## src/hw/rtl/oed_pkg.sv

```systemverilog
// Shared types and constants of the octal escape decoder.
`timescale 1ns / 1ps
package oed_pkg;

  localparam int unsigned LengthBits = 16;
  localparam int unsigned QueueDepth = 4;
  localparam int unsigned QueuePtrBits = $clog2(QueueDepth);

  localparam logic [7:0] ChBackslash = 8'h5C;
  localparam logic [7:0] ChZero = 8'h30;
  localparam logic [7:0] ChSeven = 8'h37;
  localparam logic [1:0] MaxDigits = 2'd3;
  localparam logic [LengthBits-1:0] CapacityReset = LengthBits'(256);
  localparam logic [LengthBits-1:0] CountMax = '1;

  typedef enum logic [1:0] {
    ModeNormal,
    ModeEscape,
    ModeDigits
  } mode_e;

  // One classified item: up to two data bytes and an optional summary.
  typedef struct packed {
    logic                  a_v;
    logic [7:0]            a;
    logic                  b_v;
    logic [7:0]            b;
    logic                  s_v;
    logic [LengthBits-1:0] len;
    logic                  st;
  } entry_t;

endpackage

```

## src/hw/rtl/oed_front.sv

```systemverilog
// Front part: accepts source characters, tracks escape state, classifies results.
`timescale 1ns / 1ps
module oed_front import oed_pkg::*; (
  input  logic                  clk_i,
  input  logic                  rst_ni,
  input  logic                  accept_i,
  input  logic [7:0]            in_char_i,
  input  logic                  last_char_i,
  input  logic                  cfg_we_i,
  input  logic [LengthBits-1:0] cfg_data_i,
  output logic                  q_push_o,
  output entry_t                q_entry_o
);

  logic [LengthBits-1:0] cap_q;
  mode_e                 mode_q, mode_d;
  logic [1:0]            dig_q, dig_d;
  logic [7:0]            oct_q, oct_d;
  logic [LengthBits-1:0] cnt_q, cnt_d;
  logic                  stop_q, stop_d;
  logic                  halt_q, halt_d;

  logic                  is_oct;
  logic [2:0]            digit;
  logic                  e1;
  logic [7:0]            e1_byte;
  logic                  do_normal;
  logic [LengthBits-1:0] len;
  entry_t                ent;

  assign is_oct = (in_char_i >= ChZero) && (in_char_i <= ChSeven);
  assign digit  = in_char_i[2:0];

  // Work out the state update and the results of one character.
  always_comb begin
    mode_d    = mode_q;
    dig_d     = dig_q;
    oct_d     = oct_q;
    cnt_d     = cnt_q;
    stop_d    = stop_q;
    halt_d    = halt_q;
    e1        = 1'b0;
    e1_byte   = 8'h00;
    do_normal = 1'b0;
    len       = '0;
    ent       = '0;

    if (!halt_q) begin
      case (mode_q)
        ModeNormal: begin
          do_normal = 1'b1;
        end
        ModeEscape: begin
          if (in_char_i == ChBackslash) begin
            mode_d  = ModeNormal;
            e1      = 1'b1;
            e1_byte = ChBackslash;
          end else if (is_oct) begin
            oct_d  = {5'd0, digit};
            dig_d  = 2'd1;
            mode_d = ModeDigits;
            if (last_char_i) begin
              mode_d  = ModeNormal;
              e1      = 1'b1;
              e1_byte = {5'd0, digit};
            end
          end else begin
            mode_d    = ModeNormal;
            e1        = 1'b1;
            e1_byte   = 8'h00;
            do_normal = 1'b1;
          end
        end
        ModeDigits: begin
          if (is_oct && (dig_q < MaxDigits)) begin
            oct_d = {oct_q[4:0], digit};
            dig_d = dig_q + 2'd1;
            if ((dig_d >= MaxDigits) || last_char_i) begin
              mode_d  = ModeNormal;
              e1      = 1'b1;
              e1_byte = oct_d;
            end
          end else begin
            mode_d    = ModeNormal;
            e1        = 1'b1;
            e1_byte   = oct_q;
            do_normal = 1'b1;
          end
        end
        default: begin
          mode_d = ModeNormal;
        end
      endcase
    end

    // First byte of the escape; the terminator slot swallows it when full.
    if (e1) begin
      ent.a_v = (({1'b0, cnt_d} + (LengthBits + 1)'(1)) < {1'b0, cap_q});
      ent.a   = e1_byte;
      if (cnt_d != CountMax) begin
        cnt_d = cnt_d + 1'b1;
      end
    end

    // The character itself, handled as ordinary text.
    if (do_normal) begin
      if ((cnt_d == cap_q) || (in_char_i == 8'h00)) begin
        halt_d = 1'b1;
        stop_d = 1'b1;
      end else if (in_char_i == ChBackslash) begin
        mode_d = ModeEscape;
      end else begin
        ent.b_v = (({1'b0, cnt_d} + (LengthBits + 1)'(1)) < {1'b0, cap_q});
        ent.b   = in_char_i;
        if (cnt_d != CountMax) begin
          cnt_d = cnt_d + 1'b1;
        end
      end
    end

    // Summary on the last character, then back to the cleared state.
    if (last_char_i) begin
      len = cnt_d;
      if ((len != '0) && (len == cap_q)) begin
        len = len - 1'b1;
      end
      ent.s_v = 1'b1;
      ent.len = len;
      ent.st  = stop_d;
      mode_d  = ModeNormal;
      dig_d   = '0;
      oct_d   = '0;
      cnt_d   = '0;
      stop_d  = 1'b0;
      halt_d  = 1'b0;
    end
  end

  assign q_push_o  = accept_i && (ent.a_v || ent.b_v || ent.s_v);
  assign q_entry_o = ent;

  // Decoder state and capacity register.
  always_ff @(posedge clk_i or negedge rst_ni) begin
    if (!rst_ni) begin
      cap_q  <= CapacityReset;
      mode_q <= ModeNormal;
      dig_q  <= '0;
      oct_q  <= '0;
      cnt_q  <= '0;
      stop_q <= 1'b0;
      halt_q <= 1'b0;
    end else begin
      if (cfg_we_i) begin
        cap_q <= cfg_data_i;
      end
      if (accept_i) begin
        mode_q <= mode_d;
        dig_q  <= dig_d;
        oct_q  <= oct_d;
        cnt_q  <= cnt_d;
        stop_q <= stop_d;
        halt_q <= halt_d;
      end
    end
  end

endmodule

```

## src/hw/rtl/oed_queue.sv

```systemverilog
// Short queue of classified items between the front and back parts.
`timescale 1ns / 1ps
module oed_queue import oed_pkg::*; (
  input  logic   clk_i,
  input  logic   rst_ni,
  input  logic   push_i,
  input  entry_t entry_i,
  output logic   full_o,
  output logic   valid_o,
  output entry_t entry_o,
  input  logic   pop_i
);

  entry_t                  mem_q [QueueDepth];
  logic [QueuePtrBits-1:0] wr_ptr_q, rd_ptr_q;
  logic [QueuePtrBits:0]   count_q;
  logic                    do_push, do_pop;

  assign full_o  = (count_q == (QueuePtrBits + 1)'(QueueDepth));
  assign valid_o = (count_q != '0);
  assign entry_o = mem_q[rd_ptr_q];
  assign do_push = push_i && !full_o;
  assign do_pop  = pop_i && valid_o;

  // Storage.
  always_ff @(posedge clk_i) begin
    if (do_push) begin
      mem_q[wr_ptr_q] <= entry_i;
    end
  end

  // Pointers and fill count.
  always_ff @(posedge clk_i or negedge rst_ni) begin
    if (!rst_ni) begin
      wr_ptr_q <= '0;
      rd_ptr_q <= '0;
      count_q  <= '0;
    end else begin
      if (do_push) begin
        wr_ptr_q <= wr_ptr_q + 1'b1;
      end
      if (do_pop) begin
        rd_ptr_q <= rd_ptr_q + 1'b1;
      end
      if (do_push && !do_pop) begin
        count_q <= count_q + 1'b1;
      end else if (do_pop && !do_push) begin
        count_q <= count_q - 1'b1;
      end
    end
  end

endmodule

```

## src/hw/rtl/oed_back.sv

```systemverilog
// Back part: splits each classified item into result items behind an output register.
`timescale 1ns / 1ps
module oed_back import oed_pkg::*; (
  input  logic                  clk_i,
  input  logic                  rst_ni,
  input  logic                  q_valid_i,
  input  entry_t                q_entry_i,
  output logic                  q_pop_o,
  output logic                  empty,
  input  logic                  pop,
  output logic                  kind_o,
  output logic [7:0]            out_byte_o,
  output logic [LengthBits-1:0] length_o,
  output logic                  status_o,
  output logic                  run_end_o
);

  logic [2:0]            done_q, done_d;
  logic                  out_v_q, out_v_d;
  logic                  kind_q, kind_d;
  logic [7:0]            byte_q, byte_d;
  logic [LengthBits-1:0] len_q, len_d;
  logic                  st_q, st_d;
  logic                  end_q, end_d;
  logic [2:0]            rem, sel;
  logic                  load;

  assign rem  = {q_entry_i.s_v, q_entry_i.b_v, q_entry_i.a_v} & ~done_q;
  assign load = q_valid_i && (!out_v_q || pop);

  // Pick the oldest outstanding result of the head item.
  always_comb begin
    sel    = 3'b000;
    kind_d = kind_q;
    byte_d = byte_q;
    len_d  = len_q;
    st_d   = st_q;
    end_d  = end_q;
    done_d = done_q;
    q_pop_o = 1'b0;
    out_v_d = out_v_q && !pop;

    if (rem[0]) begin
      sel = 3'b001;
    end else if (rem[1]) begin
      sel = 3'b010;
    end else begin
      sel = 3'b100;
    end

    if (load) begin
      out_v_d = 1'b1;
      kind_d  = sel[2];
      byte_d  = sel[0] ? q_entry_i.a : (sel[1] ? q_entry_i.b : 8'h00);
      len_d   = sel[2] ? q_entry_i.len : '0;
      st_d    = sel[2] && q_entry_i.st;
      end_d   = ((rem & ~sel) == 3'b000);
      if (end_d) begin
        done_d  = 3'b000;
        q_pop_o = 1'b1;
      end else begin
        done_d = done_q | sel;
      end
    end
  end

  // Output register and progress through the head item.
  always_ff @(posedge clk_i or negedge rst_ni) begin
    if (!rst_ni) begin
      out_v_q <= 1'b0;
      done_q  <= 3'b000;
    end else begin
      out_v_q <= out_v_d;
      done_q  <= done_d;
    end
  end

  always_ff @(posedge clk_i) begin
    kind_q <= kind_d;
    byte_q <= byte_d;
    len_q  <= len_d;
    st_q   <= st_d;
    end_q  <= end_d;
  end

  assign empty      = !out_v_q;
  assign kind_o     = kind_q;
  assign out_byte_o = byte_q;
  assign length_o   = len_q;
  assign status_o   = st_q;
  assign run_end_o  = end_q;

endmodule

```

## src/hw/rtl/octal_escape_decoder_top.sv

```systemverilog
// Top level of the octal escape decoder.
`timescale 1ns / 1ps
// Usage:
// Source characters enter on a queue-style port: an item is taken at a clock
// edge with push high and full low. Results leave the same way: the oldest
// result sits on the result ports while empty is low and is taken at an edge
// with pop high. Each character gives none to three results; the last one of
// a character carries run_end, and a character marked last always ends with a
// summary item holding the decoded length and the stop status.
// One character is taken every cycle while full is low. When the output
// register is free, the first result of a character appears on the ports at
// the edge after the one that takes the character; further results of it
// follow one per cycle while pop is high. The back part hands out one result
// per cycle, so characters that give two or three results are absorbed by a
// four-item queue between front and back, and push stalls only when that
// queue fills. When pop is held low the output register and queue hold their
// contents and full rises once the queue is full; nothing is lost.
// The capacity register is written through its own valid/ready channel,
// which is always ready, and should be written only while the block is idle.
// Reset clears all decoder state, empties the queue and sets capacity to 256.
module octal_escape_decoder_top import oed_pkg::*; (
  input  logic                  clk_i,
  input  logic                  rst_ni,
  input  logic                  push,
  output logic                  full,
  input  logic [7:0]            in_char_i,
  input  logic                  last_char_i,
  output logic                  empty,
  input  logic                  pop,
  output logic                  kind_o,
  output logic [7:0]            out_byte_o,
  output logic [LengthBits-1:0] length_o,
  output logic                  status_o,
  output logic                  run_end_o,
  input  logic                  cfg_valid_i,
  output logic                  cfg_ready_o,
  input  logic [LengthBits-1:0] out_capacity_i
);

  logic   accept;
  logic   q_push, q_valid, q_pop;
  entry_t q_in, q_out;

  assign cfg_ready_o = 1'b1;
  assign accept      = push && !full;

  // Front: escape state machine and classification.
  oed_front u_front (
    .clk_i       (clk_i),
    .rst_ni      (rst_ni),
    .accept_i    (accept),
    .in_char_i   (in_char_i),
    .last_char_i (last_char_i),
    .cfg_we_i    (cfg_valid_i && cfg_ready_o),
    .cfg_data_i  (out_capacity_i),
    .q_push_o    (q_push),
    .q_entry_o   (q_in)
  );

  // Queue between the two parts.
  oed_queue u_queue (
    .clk_i   (clk_i),
    .rst_ni  (rst_ni),
    .push_i  (q_push),
    .entry_i (q_in),
    .full_o  (full),
    .valid_o (q_valid),
    .entry_o (q_out),
    .pop_i   (q_pop)
  );

  // Back: serialises results onto the output port.
  oed_back u_back (
    .clk_i      (clk_i),
    .rst_ni     (rst_ni),
    .q_valid_i  (q_valid),
    .q_entry_i  (q_out),
    .q_pop_o    (q_pop),
    .empty      (empty),
    .pop        (pop),
    .kind_o     (kind_o),
    .out_byte_o (out_byte_o),
    .length_o   (length_o),
    .status_o   (status_o),
    .run_end_o  (run_end_o)
  );

  // A summary is always the final result of its character.
  assert property (@(posedge clk_i) disable iff (!rst_ni)
    (!empty && kind_o) |-> run_end_o)
    else $error("summary item without run_end");

  // Data items carry neither length nor status.
  assert property (@(posedge clk_i) disable iff (!rst_ni)
    (!empty && !kind_o) |-> (length_o == '0 && !status_o))
    else $error("data item with summary fields set");

  // Summary items carry a zero byte.
  assert property (@(posedge clk_i) disable iff (!rst_ni)
    (!empty && kind_o) |-> (out_byte_o == 8'h00))
    else $error("summary item with nonzero byte");

  // A result held back by the receiver stays put.
  assert property (@(posedge clk_i) disable iff (!rst_ni)
    (!empty && !pop) |=> (!empty && $stable(out_byte_o) && $stable(kind_o)))
    else $error("stalled result changed");

endmodule

```

## config.mk

```make
export PLATFORM = sky130hd
export DESIGN_NAME = octal_escape_decoder_top
export DESIGN_NICKNAME = d
export VERILOG_FILES = /design/src/hw/rtl/oed_pkg.sv /design/src/hw/rtl/oed_front.sv /design/src/hw/rtl/oed_queue.sv /design/src/hw/rtl/oed_back.sv /design/src/hw/rtl/octal_escape_decoder_top.sv
export SDC_FILE = /design/constraint.sdc
export NUM_CORES = 1
export LEC_CHECK = 0
export ABC_AREA = 0
export ABC_CLOCK_PERIOD_IN_PS = 7850
export BUFFER_PORTS_ARGS = -buffer_cell sky130_fd_sc_hd__clkbuf_2
export CORE_MARGIN = 8
export CORE_UTILIZATION = 43
export CTS_BUF_LIST = sky130_fd_sc_hd__clkbuf_8
export DETAILED_ROUTE_END_ITERATION = 7
export SLEW_MARGIN = 20
export SYNTH_ARGS = -nofsm -noshare
export SYNTH_HDL_FRONTEND = slang
export SYNTH_SLANG_ARGS = --single-unit
```

## constraint.sdc

```tcl
create_clock -name clk_i -period 7.85 [get_ports clk_i]
set_input_delay 0.785 -clock clk_i [delete_from_list [all_inputs] [get_ports clk_i]]
set_output_delay 0.785 -clock clk_i [all_outputs]
set_load 0.03 [all_outputs]
```

# ---- Word level (Yosys, flattened, before mapping)
# Memories as Yosys holds them, arrays and structs flattened.
# Index checks and enable logic that the tools add are counted.
dict set report word_totals {
  ff_bits 84
  mem_bits_rw 144
  out_inout_bits 30
  wordCells 156
  memories 1
}
# memory words width rd rd_clocked_by_memory_dff write_ports line_no
set memory_table {}
lappend memory_table {u_queue.mem_q 4 36 1 0 1 oed_queue.sv:14} ;# entry_t mem_q [QueueDepth];
dict set report classes {
  addsub 10
  magnitude_cmp 6
  eq_ne 12
  muxes 72
  n_bitwise 5
  n_reduce_logical 33
}
# cell count
set ops {}
lappend ops {{$mux 16} 8}
lappend ops {{$mux 8} 11}
lappend ops {{$mux 9} 4}
lappend ops {{$add 16x1->17 const B} 2}
lappend ops {{$lt 17x16->1} 2}
lappend ops {{$add 16x1->16 const B} 2}
lappend ops {{$eq 16x16->1} 2}
lappend ops {{$ne 16x16->1 const B} 2}
lappend ops {{$pmux 8 s2} 2}
lappend ops {{$mux 2} 14}
lappend ops {{$mux 1} 21}
lappend ops {{$mux 3} 7}
lappend ops {{$mux 18} 1}
lappend ops {{$reduce_bool 16->1} 1}
lappend ops {{$sub 16x1->16 const B} 1}
lappend ops {{$logic_and 1x1->1} 12}
lappend ops {{$eq 8x7->1 const B} 1}
lappend ops {{$ge 8x6->1 const B} 1}
lappend ops {{$le 8x6->1 const B} 1}
lappend ops {{$logic_not 8->1} 1}
lappend ops {{$add 2x1->2 const B} 3}
lappend ops {{$and 3x3->3} 2}
lappend ops {{$ne 3x2->1 const B} 2}
lappend ops {{$not 3->3} 2}
lappend ops {{22 further kinds} 33}

# ---- Depth between registers and ports, before layout
dict set report logic_depth {
  ltp_word 24
  depth_mapped 31
}

# ---- Cells and area by module
# Synthesis repeated with hierarchy kept, for this count alone.
dict set report hier_totals {
  cells_unflattened 1076
  hier_area_um2 13110.1
}
# mod n_inst cells_each area_each_um2 seq_area_each_um2
set by_module_without_submodules {}
lappend by_module_without_submodules {oed_front 1 768 6149.6 1152.4}
lappend by_module_without_submodules {oed_queue 1 223 5631.7 4499.3}
lappend by_module_without_submodules {oed_back 1 82 1303.8 910.9}
lappend by_module_without_submodules {octal_escape_decoder_top 1 3 25.0 0.0}

# ---- Least setup slack after synthesis
# Ideal clock, no wire load.
dict set report synth_path {
  path_kind {input-to-reg}
  start {in last_char_i}
  end {mem u_queue.mem_q[0][0] in the netlist's numbering (enable)}
  t_arrival_ps 6085
  required_time_ps 7453
  setup_slack_ps 1368
  stages 24
  n_path_buf 3
  cell_sequence {buf_4 > nor4bb_4 > a21o_1 > a211oi_1 > buf_2 > clkbuf_1 > xnor2_1 > inv_1 > ha_1 > inv_1 > a211oi_2 > o22ai_1 > xor2_1 > ha_1 > o21a_1 > o21a_1 > o21a_1 > o21a_1 > o21a_1 > o31ai_1 > a21oi_1 > nor3_1 > o31a_1 > and2_1}
}
# element line_no
set synth_lines {}
lappend synth_lines {{start: declaration} octal_escape_decoder_top.sv:27} ;# input logic last_char_i,
lappend synth_lines {{end: declaration} oed_queue.sv:14}

==> results.py <==
metrics = {
    "global_routing": {
        "met3_usage": 0.0407,
        "use_met2": 0.316,
        "grt_max_degree": 58,
        "track_usage": 0.204,
        "grt_pass1_vias": 9583,
        "grt_pass1_wl_mm": 57.5,
        "grt.busiest_layer": "met2",
        "met1_usage": 0.281,
        "antenna_found_initial": 0,
        "grt_overflow": 0,
    },
    "sta": {
        "hold_violations": 0,
        "finalSetupViolCount": 0,
        "relSlewSlack": 0.320,
        "tns_ns": 0,
        "worstMarginPinSlew_ns": 1.02,
        "max_freq_mhz": 136,
        "report.final.slew_viol_count": 0,
        "post-route-min-period_ns": 7.35,
        "rsz0062_at_grt": "no",
        "period_share": 0.936,
        "fin_skew_ns": 0.0494,
        "finalWorstSetupSlack_ns": 0.504,
    },
    "routing": {
        "vias_per_cell": 6.00,
        "dr.first_iter.drc_count": 869,
        "vias": 9912,
        "drc_errors": 0,
        "first_pass_iters": 6,
        "drt-total-wl_mm": 37.8,
        "drt-wirelength-per-cell_um": 22.9,
        "drtAntennaViolNets": 0,
    },
    "setup_path": {
        "arrival_ns": 7.66,
        "reg2regPathDepth": 25,
        "cp-endpoint": "u_queue.mem_q[1][8]",
        "end_kind": "flip-flop",
        "worstSetupPathType": "flip-flop to flip-flop",
        "crit_required_ns": 8.16,
        "r2r_start": "u_front.cnt_q[1]",
        "r2r_setup_slack_ns": 0.50,
        "startpoint_type": "flip-flop",
        "crit_start": "u_front.cnt_q[1]",
        "r2r-end": "u_queue.mem_q[1][8]",
        "critPathMaxFanout": 16,
    },
    "die": {
        "core_area_um2": 30300,
        "rows": 64,
        "initial_core_util": 0.433,
        "die_x_um": 191,
        "dieArea_um2": 36400,
        "ioPinCount": 60,
        "die_h_um": 191,
    },
    "pwr": {
        "p_leak_uw": 0.00555,
        "finalPower_uw": 4190,
        "peakVddDrop_uv": 131,
        "power_density_nw_per_um2": 286,
    },
    "synth": {
        "async_flop_share": 0.250,
        "ys.warnings.count": 0,
        "synth_top_area_frac": 0.390,
        "syn_avg_cell_area_um2": 11.4,
        "synth_area_leaders": "edfxtp_1 39%, dfrtp_1 11%, mux4_2 6.0%",
        "syn-cell-area_um2": 13200,
        "synth-edff-count": 171,
        "yosysTopAreaCell": "edfxtp_1",
        "syn_nets": 1232,
        "ys_ff_latch": 228,
        "ys_seq_area_frac": 0.499,
        "synthCells": 1156,
        "ys.flop_type": "edfxtp_1",
        "synth.distinct_cells": 98,
    },
    "cts": {
        "clk_latency_ns": 0.57,
        "hold_buffers": 0,
        "htreeDepth": 2,
        "post_cts_buffers": 0,
        "cts_buffers": 39,
        "numClockSinks": 228,
        "cts_tree": "yes",
        "cts_root_buf": "clkbuf_8",
        "cts_buffer_depth": 3,
        "cts.clk_slew.worst_paths_ns": 0.06,
        "cts_resized": 0,
    },
    "final_layout": {
        "final_util": 0.483,
        "antenna_cells": 0,
        "finalNetCount": 1302,
        "area_growth_syn_to_layout_pct": 11.5,
        "final_layout_size_suffix_gt1_frac": 0.174,
        "instances_no_fill": 1652,
        "fillCellCount": 2856,
    },
    "run": {
        "max_cap_viol_count": 0,
    },
    "placed_design": {
        "dp_hpwl_mm": 27.4,
        "portBuffers": 58,
        "place_inst": 1581,
        "pre_cts_ws_ns": 0.642,
        "place_congestion": 0.994,
    },
    "worst_hold_path": {
        "holdCritPathClass": "primary input to asynchronous set/reset pin",
    },
    "run_status": {
        "status": "completed",
    },
}
==> state kept, by name, indices dropped and copies added (netlist names) <==
signal,count
u_back.done_q,3
u_back.kind_o,1
u_back.length_o,16
u_back.out_byte_o,8
u_back.out_v_q,1
u_back.run_end_o,1
u_back.status_o,1
u_front.cap_q,16
u_front.cnt_q,16
u_front.dig_q,2
u_front.halt_q,1
u_front.mode_q,2
u_front.oct_q,8
u_front.stop_q,1
u_queue.count_q,3
u_queue.mem_q,144
u_queue.rd_ptr_q,2
u_queue.wr_ptr_q,2
==> per-layer routing <==
metal / vias to the layer above / share of wire
li1: 4563 / -
met1: 4838 / 0.45
met2: 419 / 0.45
met3: 92 / 0.074
met4: 0 / 0.034
met5: - / 0
==> per-stage QoR <==
stage / hold slack (ns) / cell area, um2
3_3_place_gp: 0.467 / 14000
6_report: 0.405 / 14700
5_1_grt: 0.421 / 14700
4_1_cts: 0.403 / 14700
2_1_floorplan: 0.444 / 13200
3_5_place_dp: 0.475 / 14000
==> worst min-delay path by stage <==
stage	start	to	slack [ns]	depth (start not counted)
2_1_floorplan	u_back.done_q[2]	u_back.done_q[2]	0.44	1
4_1_cts	pop	u_back.out_v_q	0.40	2
3_5_place_dp	u_front.oct_q[7]	u_front.oct_q[7]	0.48	2
6_report	rst_ni	u_back.done_q[1]	0.40	2
5_1_grt	pop	u_back.out_v_q	0.42	2
3_3_place_gp	u_back.done_q[2]	u_back.done_q[2]	0.47	1
==> report_power, final <==
group | internal (uW) | switching [uW]
registers | 1620 | 106
clock network | 501 | 481
logic | 563 | 919
==> worst max-delay path, cell delays in order (launching register included) <==
cell,delay [ns]
dfrtp_1,0.51
ha_1,0.51
nand4_4,0.22
nor4_4,0.49
a211oi_2,0.15
xnor2_1,0.47
inv_1,0.16
ha_1,0.30
a311oi_1,0.42
o221ai_1,0.21
a211oi_1,0.21
and4_1,0.22
o2111a_2,0.26
a21o_1,0.46
nor2_1,0.22
xnor2_1,0.27
inv_1,0.12
ha_1,0.24
nand3_1,0.08
a31oi_1,0.05
a31o_2,0.28
nand4_1,0.14
nor2_1,0.13
buf_4,0.19
or4_1,0.47
a21oi_1,0.32
==> area by class of cell <==
class	count	area (um2)	area share
flip-flops and latches	228	6560	0.448
repair buffers	89	561	0.0382
clock inverters	32	171	0.0117
well taps	396	495	0.0338
clock buffers	39	537	0.0366
inverters	45	169	0.0115
multi-input cells	823	6160	0.420
==> Yosys cell counts, types with 5 or more instances <==
cell type,instances
buf_4,6
or4_1,10
and3_1,26
o21ai_0,56
a31o_2,5
nand4_1,23
buf_2,11
nor3_1,23
xor2_1,17
nor2b_1,10
o21a_1,14
and4_1,7
nand2b_1,13
a21oi_1,39
a211oi_1,15
and2_1,27
inv_1,44
xnor2_1,51
nand3_1,30
nor2_1,58
mux2_2,5
ha_1,45
dfrtp_1,56
a2111oi_0,5
nor3b_1,5
o211ai_1,6
buf_1,5
mux2i_1,12
nand2_1,120
clkbuf_1,35
a21o_1,8
or2_2,5
o31ai_1,15
o22ai_1,11
nor4_1,10
mux4_2,35
edfxtp_1,171
a22oi_1,7
a22o_1,9
a31oi_1,11
==> cell families after synthesis <==
kind of cell	Yosys count	synth area share
mux	53	0.0745
buf+inv	105	0.0340
other cells	1	0.000285
xor+xnor	69	0.0470
compound gates	257	0.139
flops	228	0.499
fa+ha+maj	47	0.0451
simple gates	396	0.161
==> cell usage in the layout, fill, tap and decap left out, types with 11 or more instances in the layout <==
master      n
edfxtp_1  171
and2_1     23
nand3_1    30
nor3_1     23
a31oi_1    11
xnor2_1    51
buf_4      28
nand4_1    23
and3_1     26
nand2b_1   13
mux2i_1    12
a211oi_1   14
nand2_1   120
o21ai_0    55
clkinv_1   11
xor2_1     17
inv_1      58
clkbuf_8   39
ha_1       45
a21oi_1    38
o21a_1     14
o31ai_1    15
o22ai_1    11
clkbuf_2   58
dfrtp_1    55
mux4_2     35
nor2_1     58
Power figures use the tool's default switching activity.
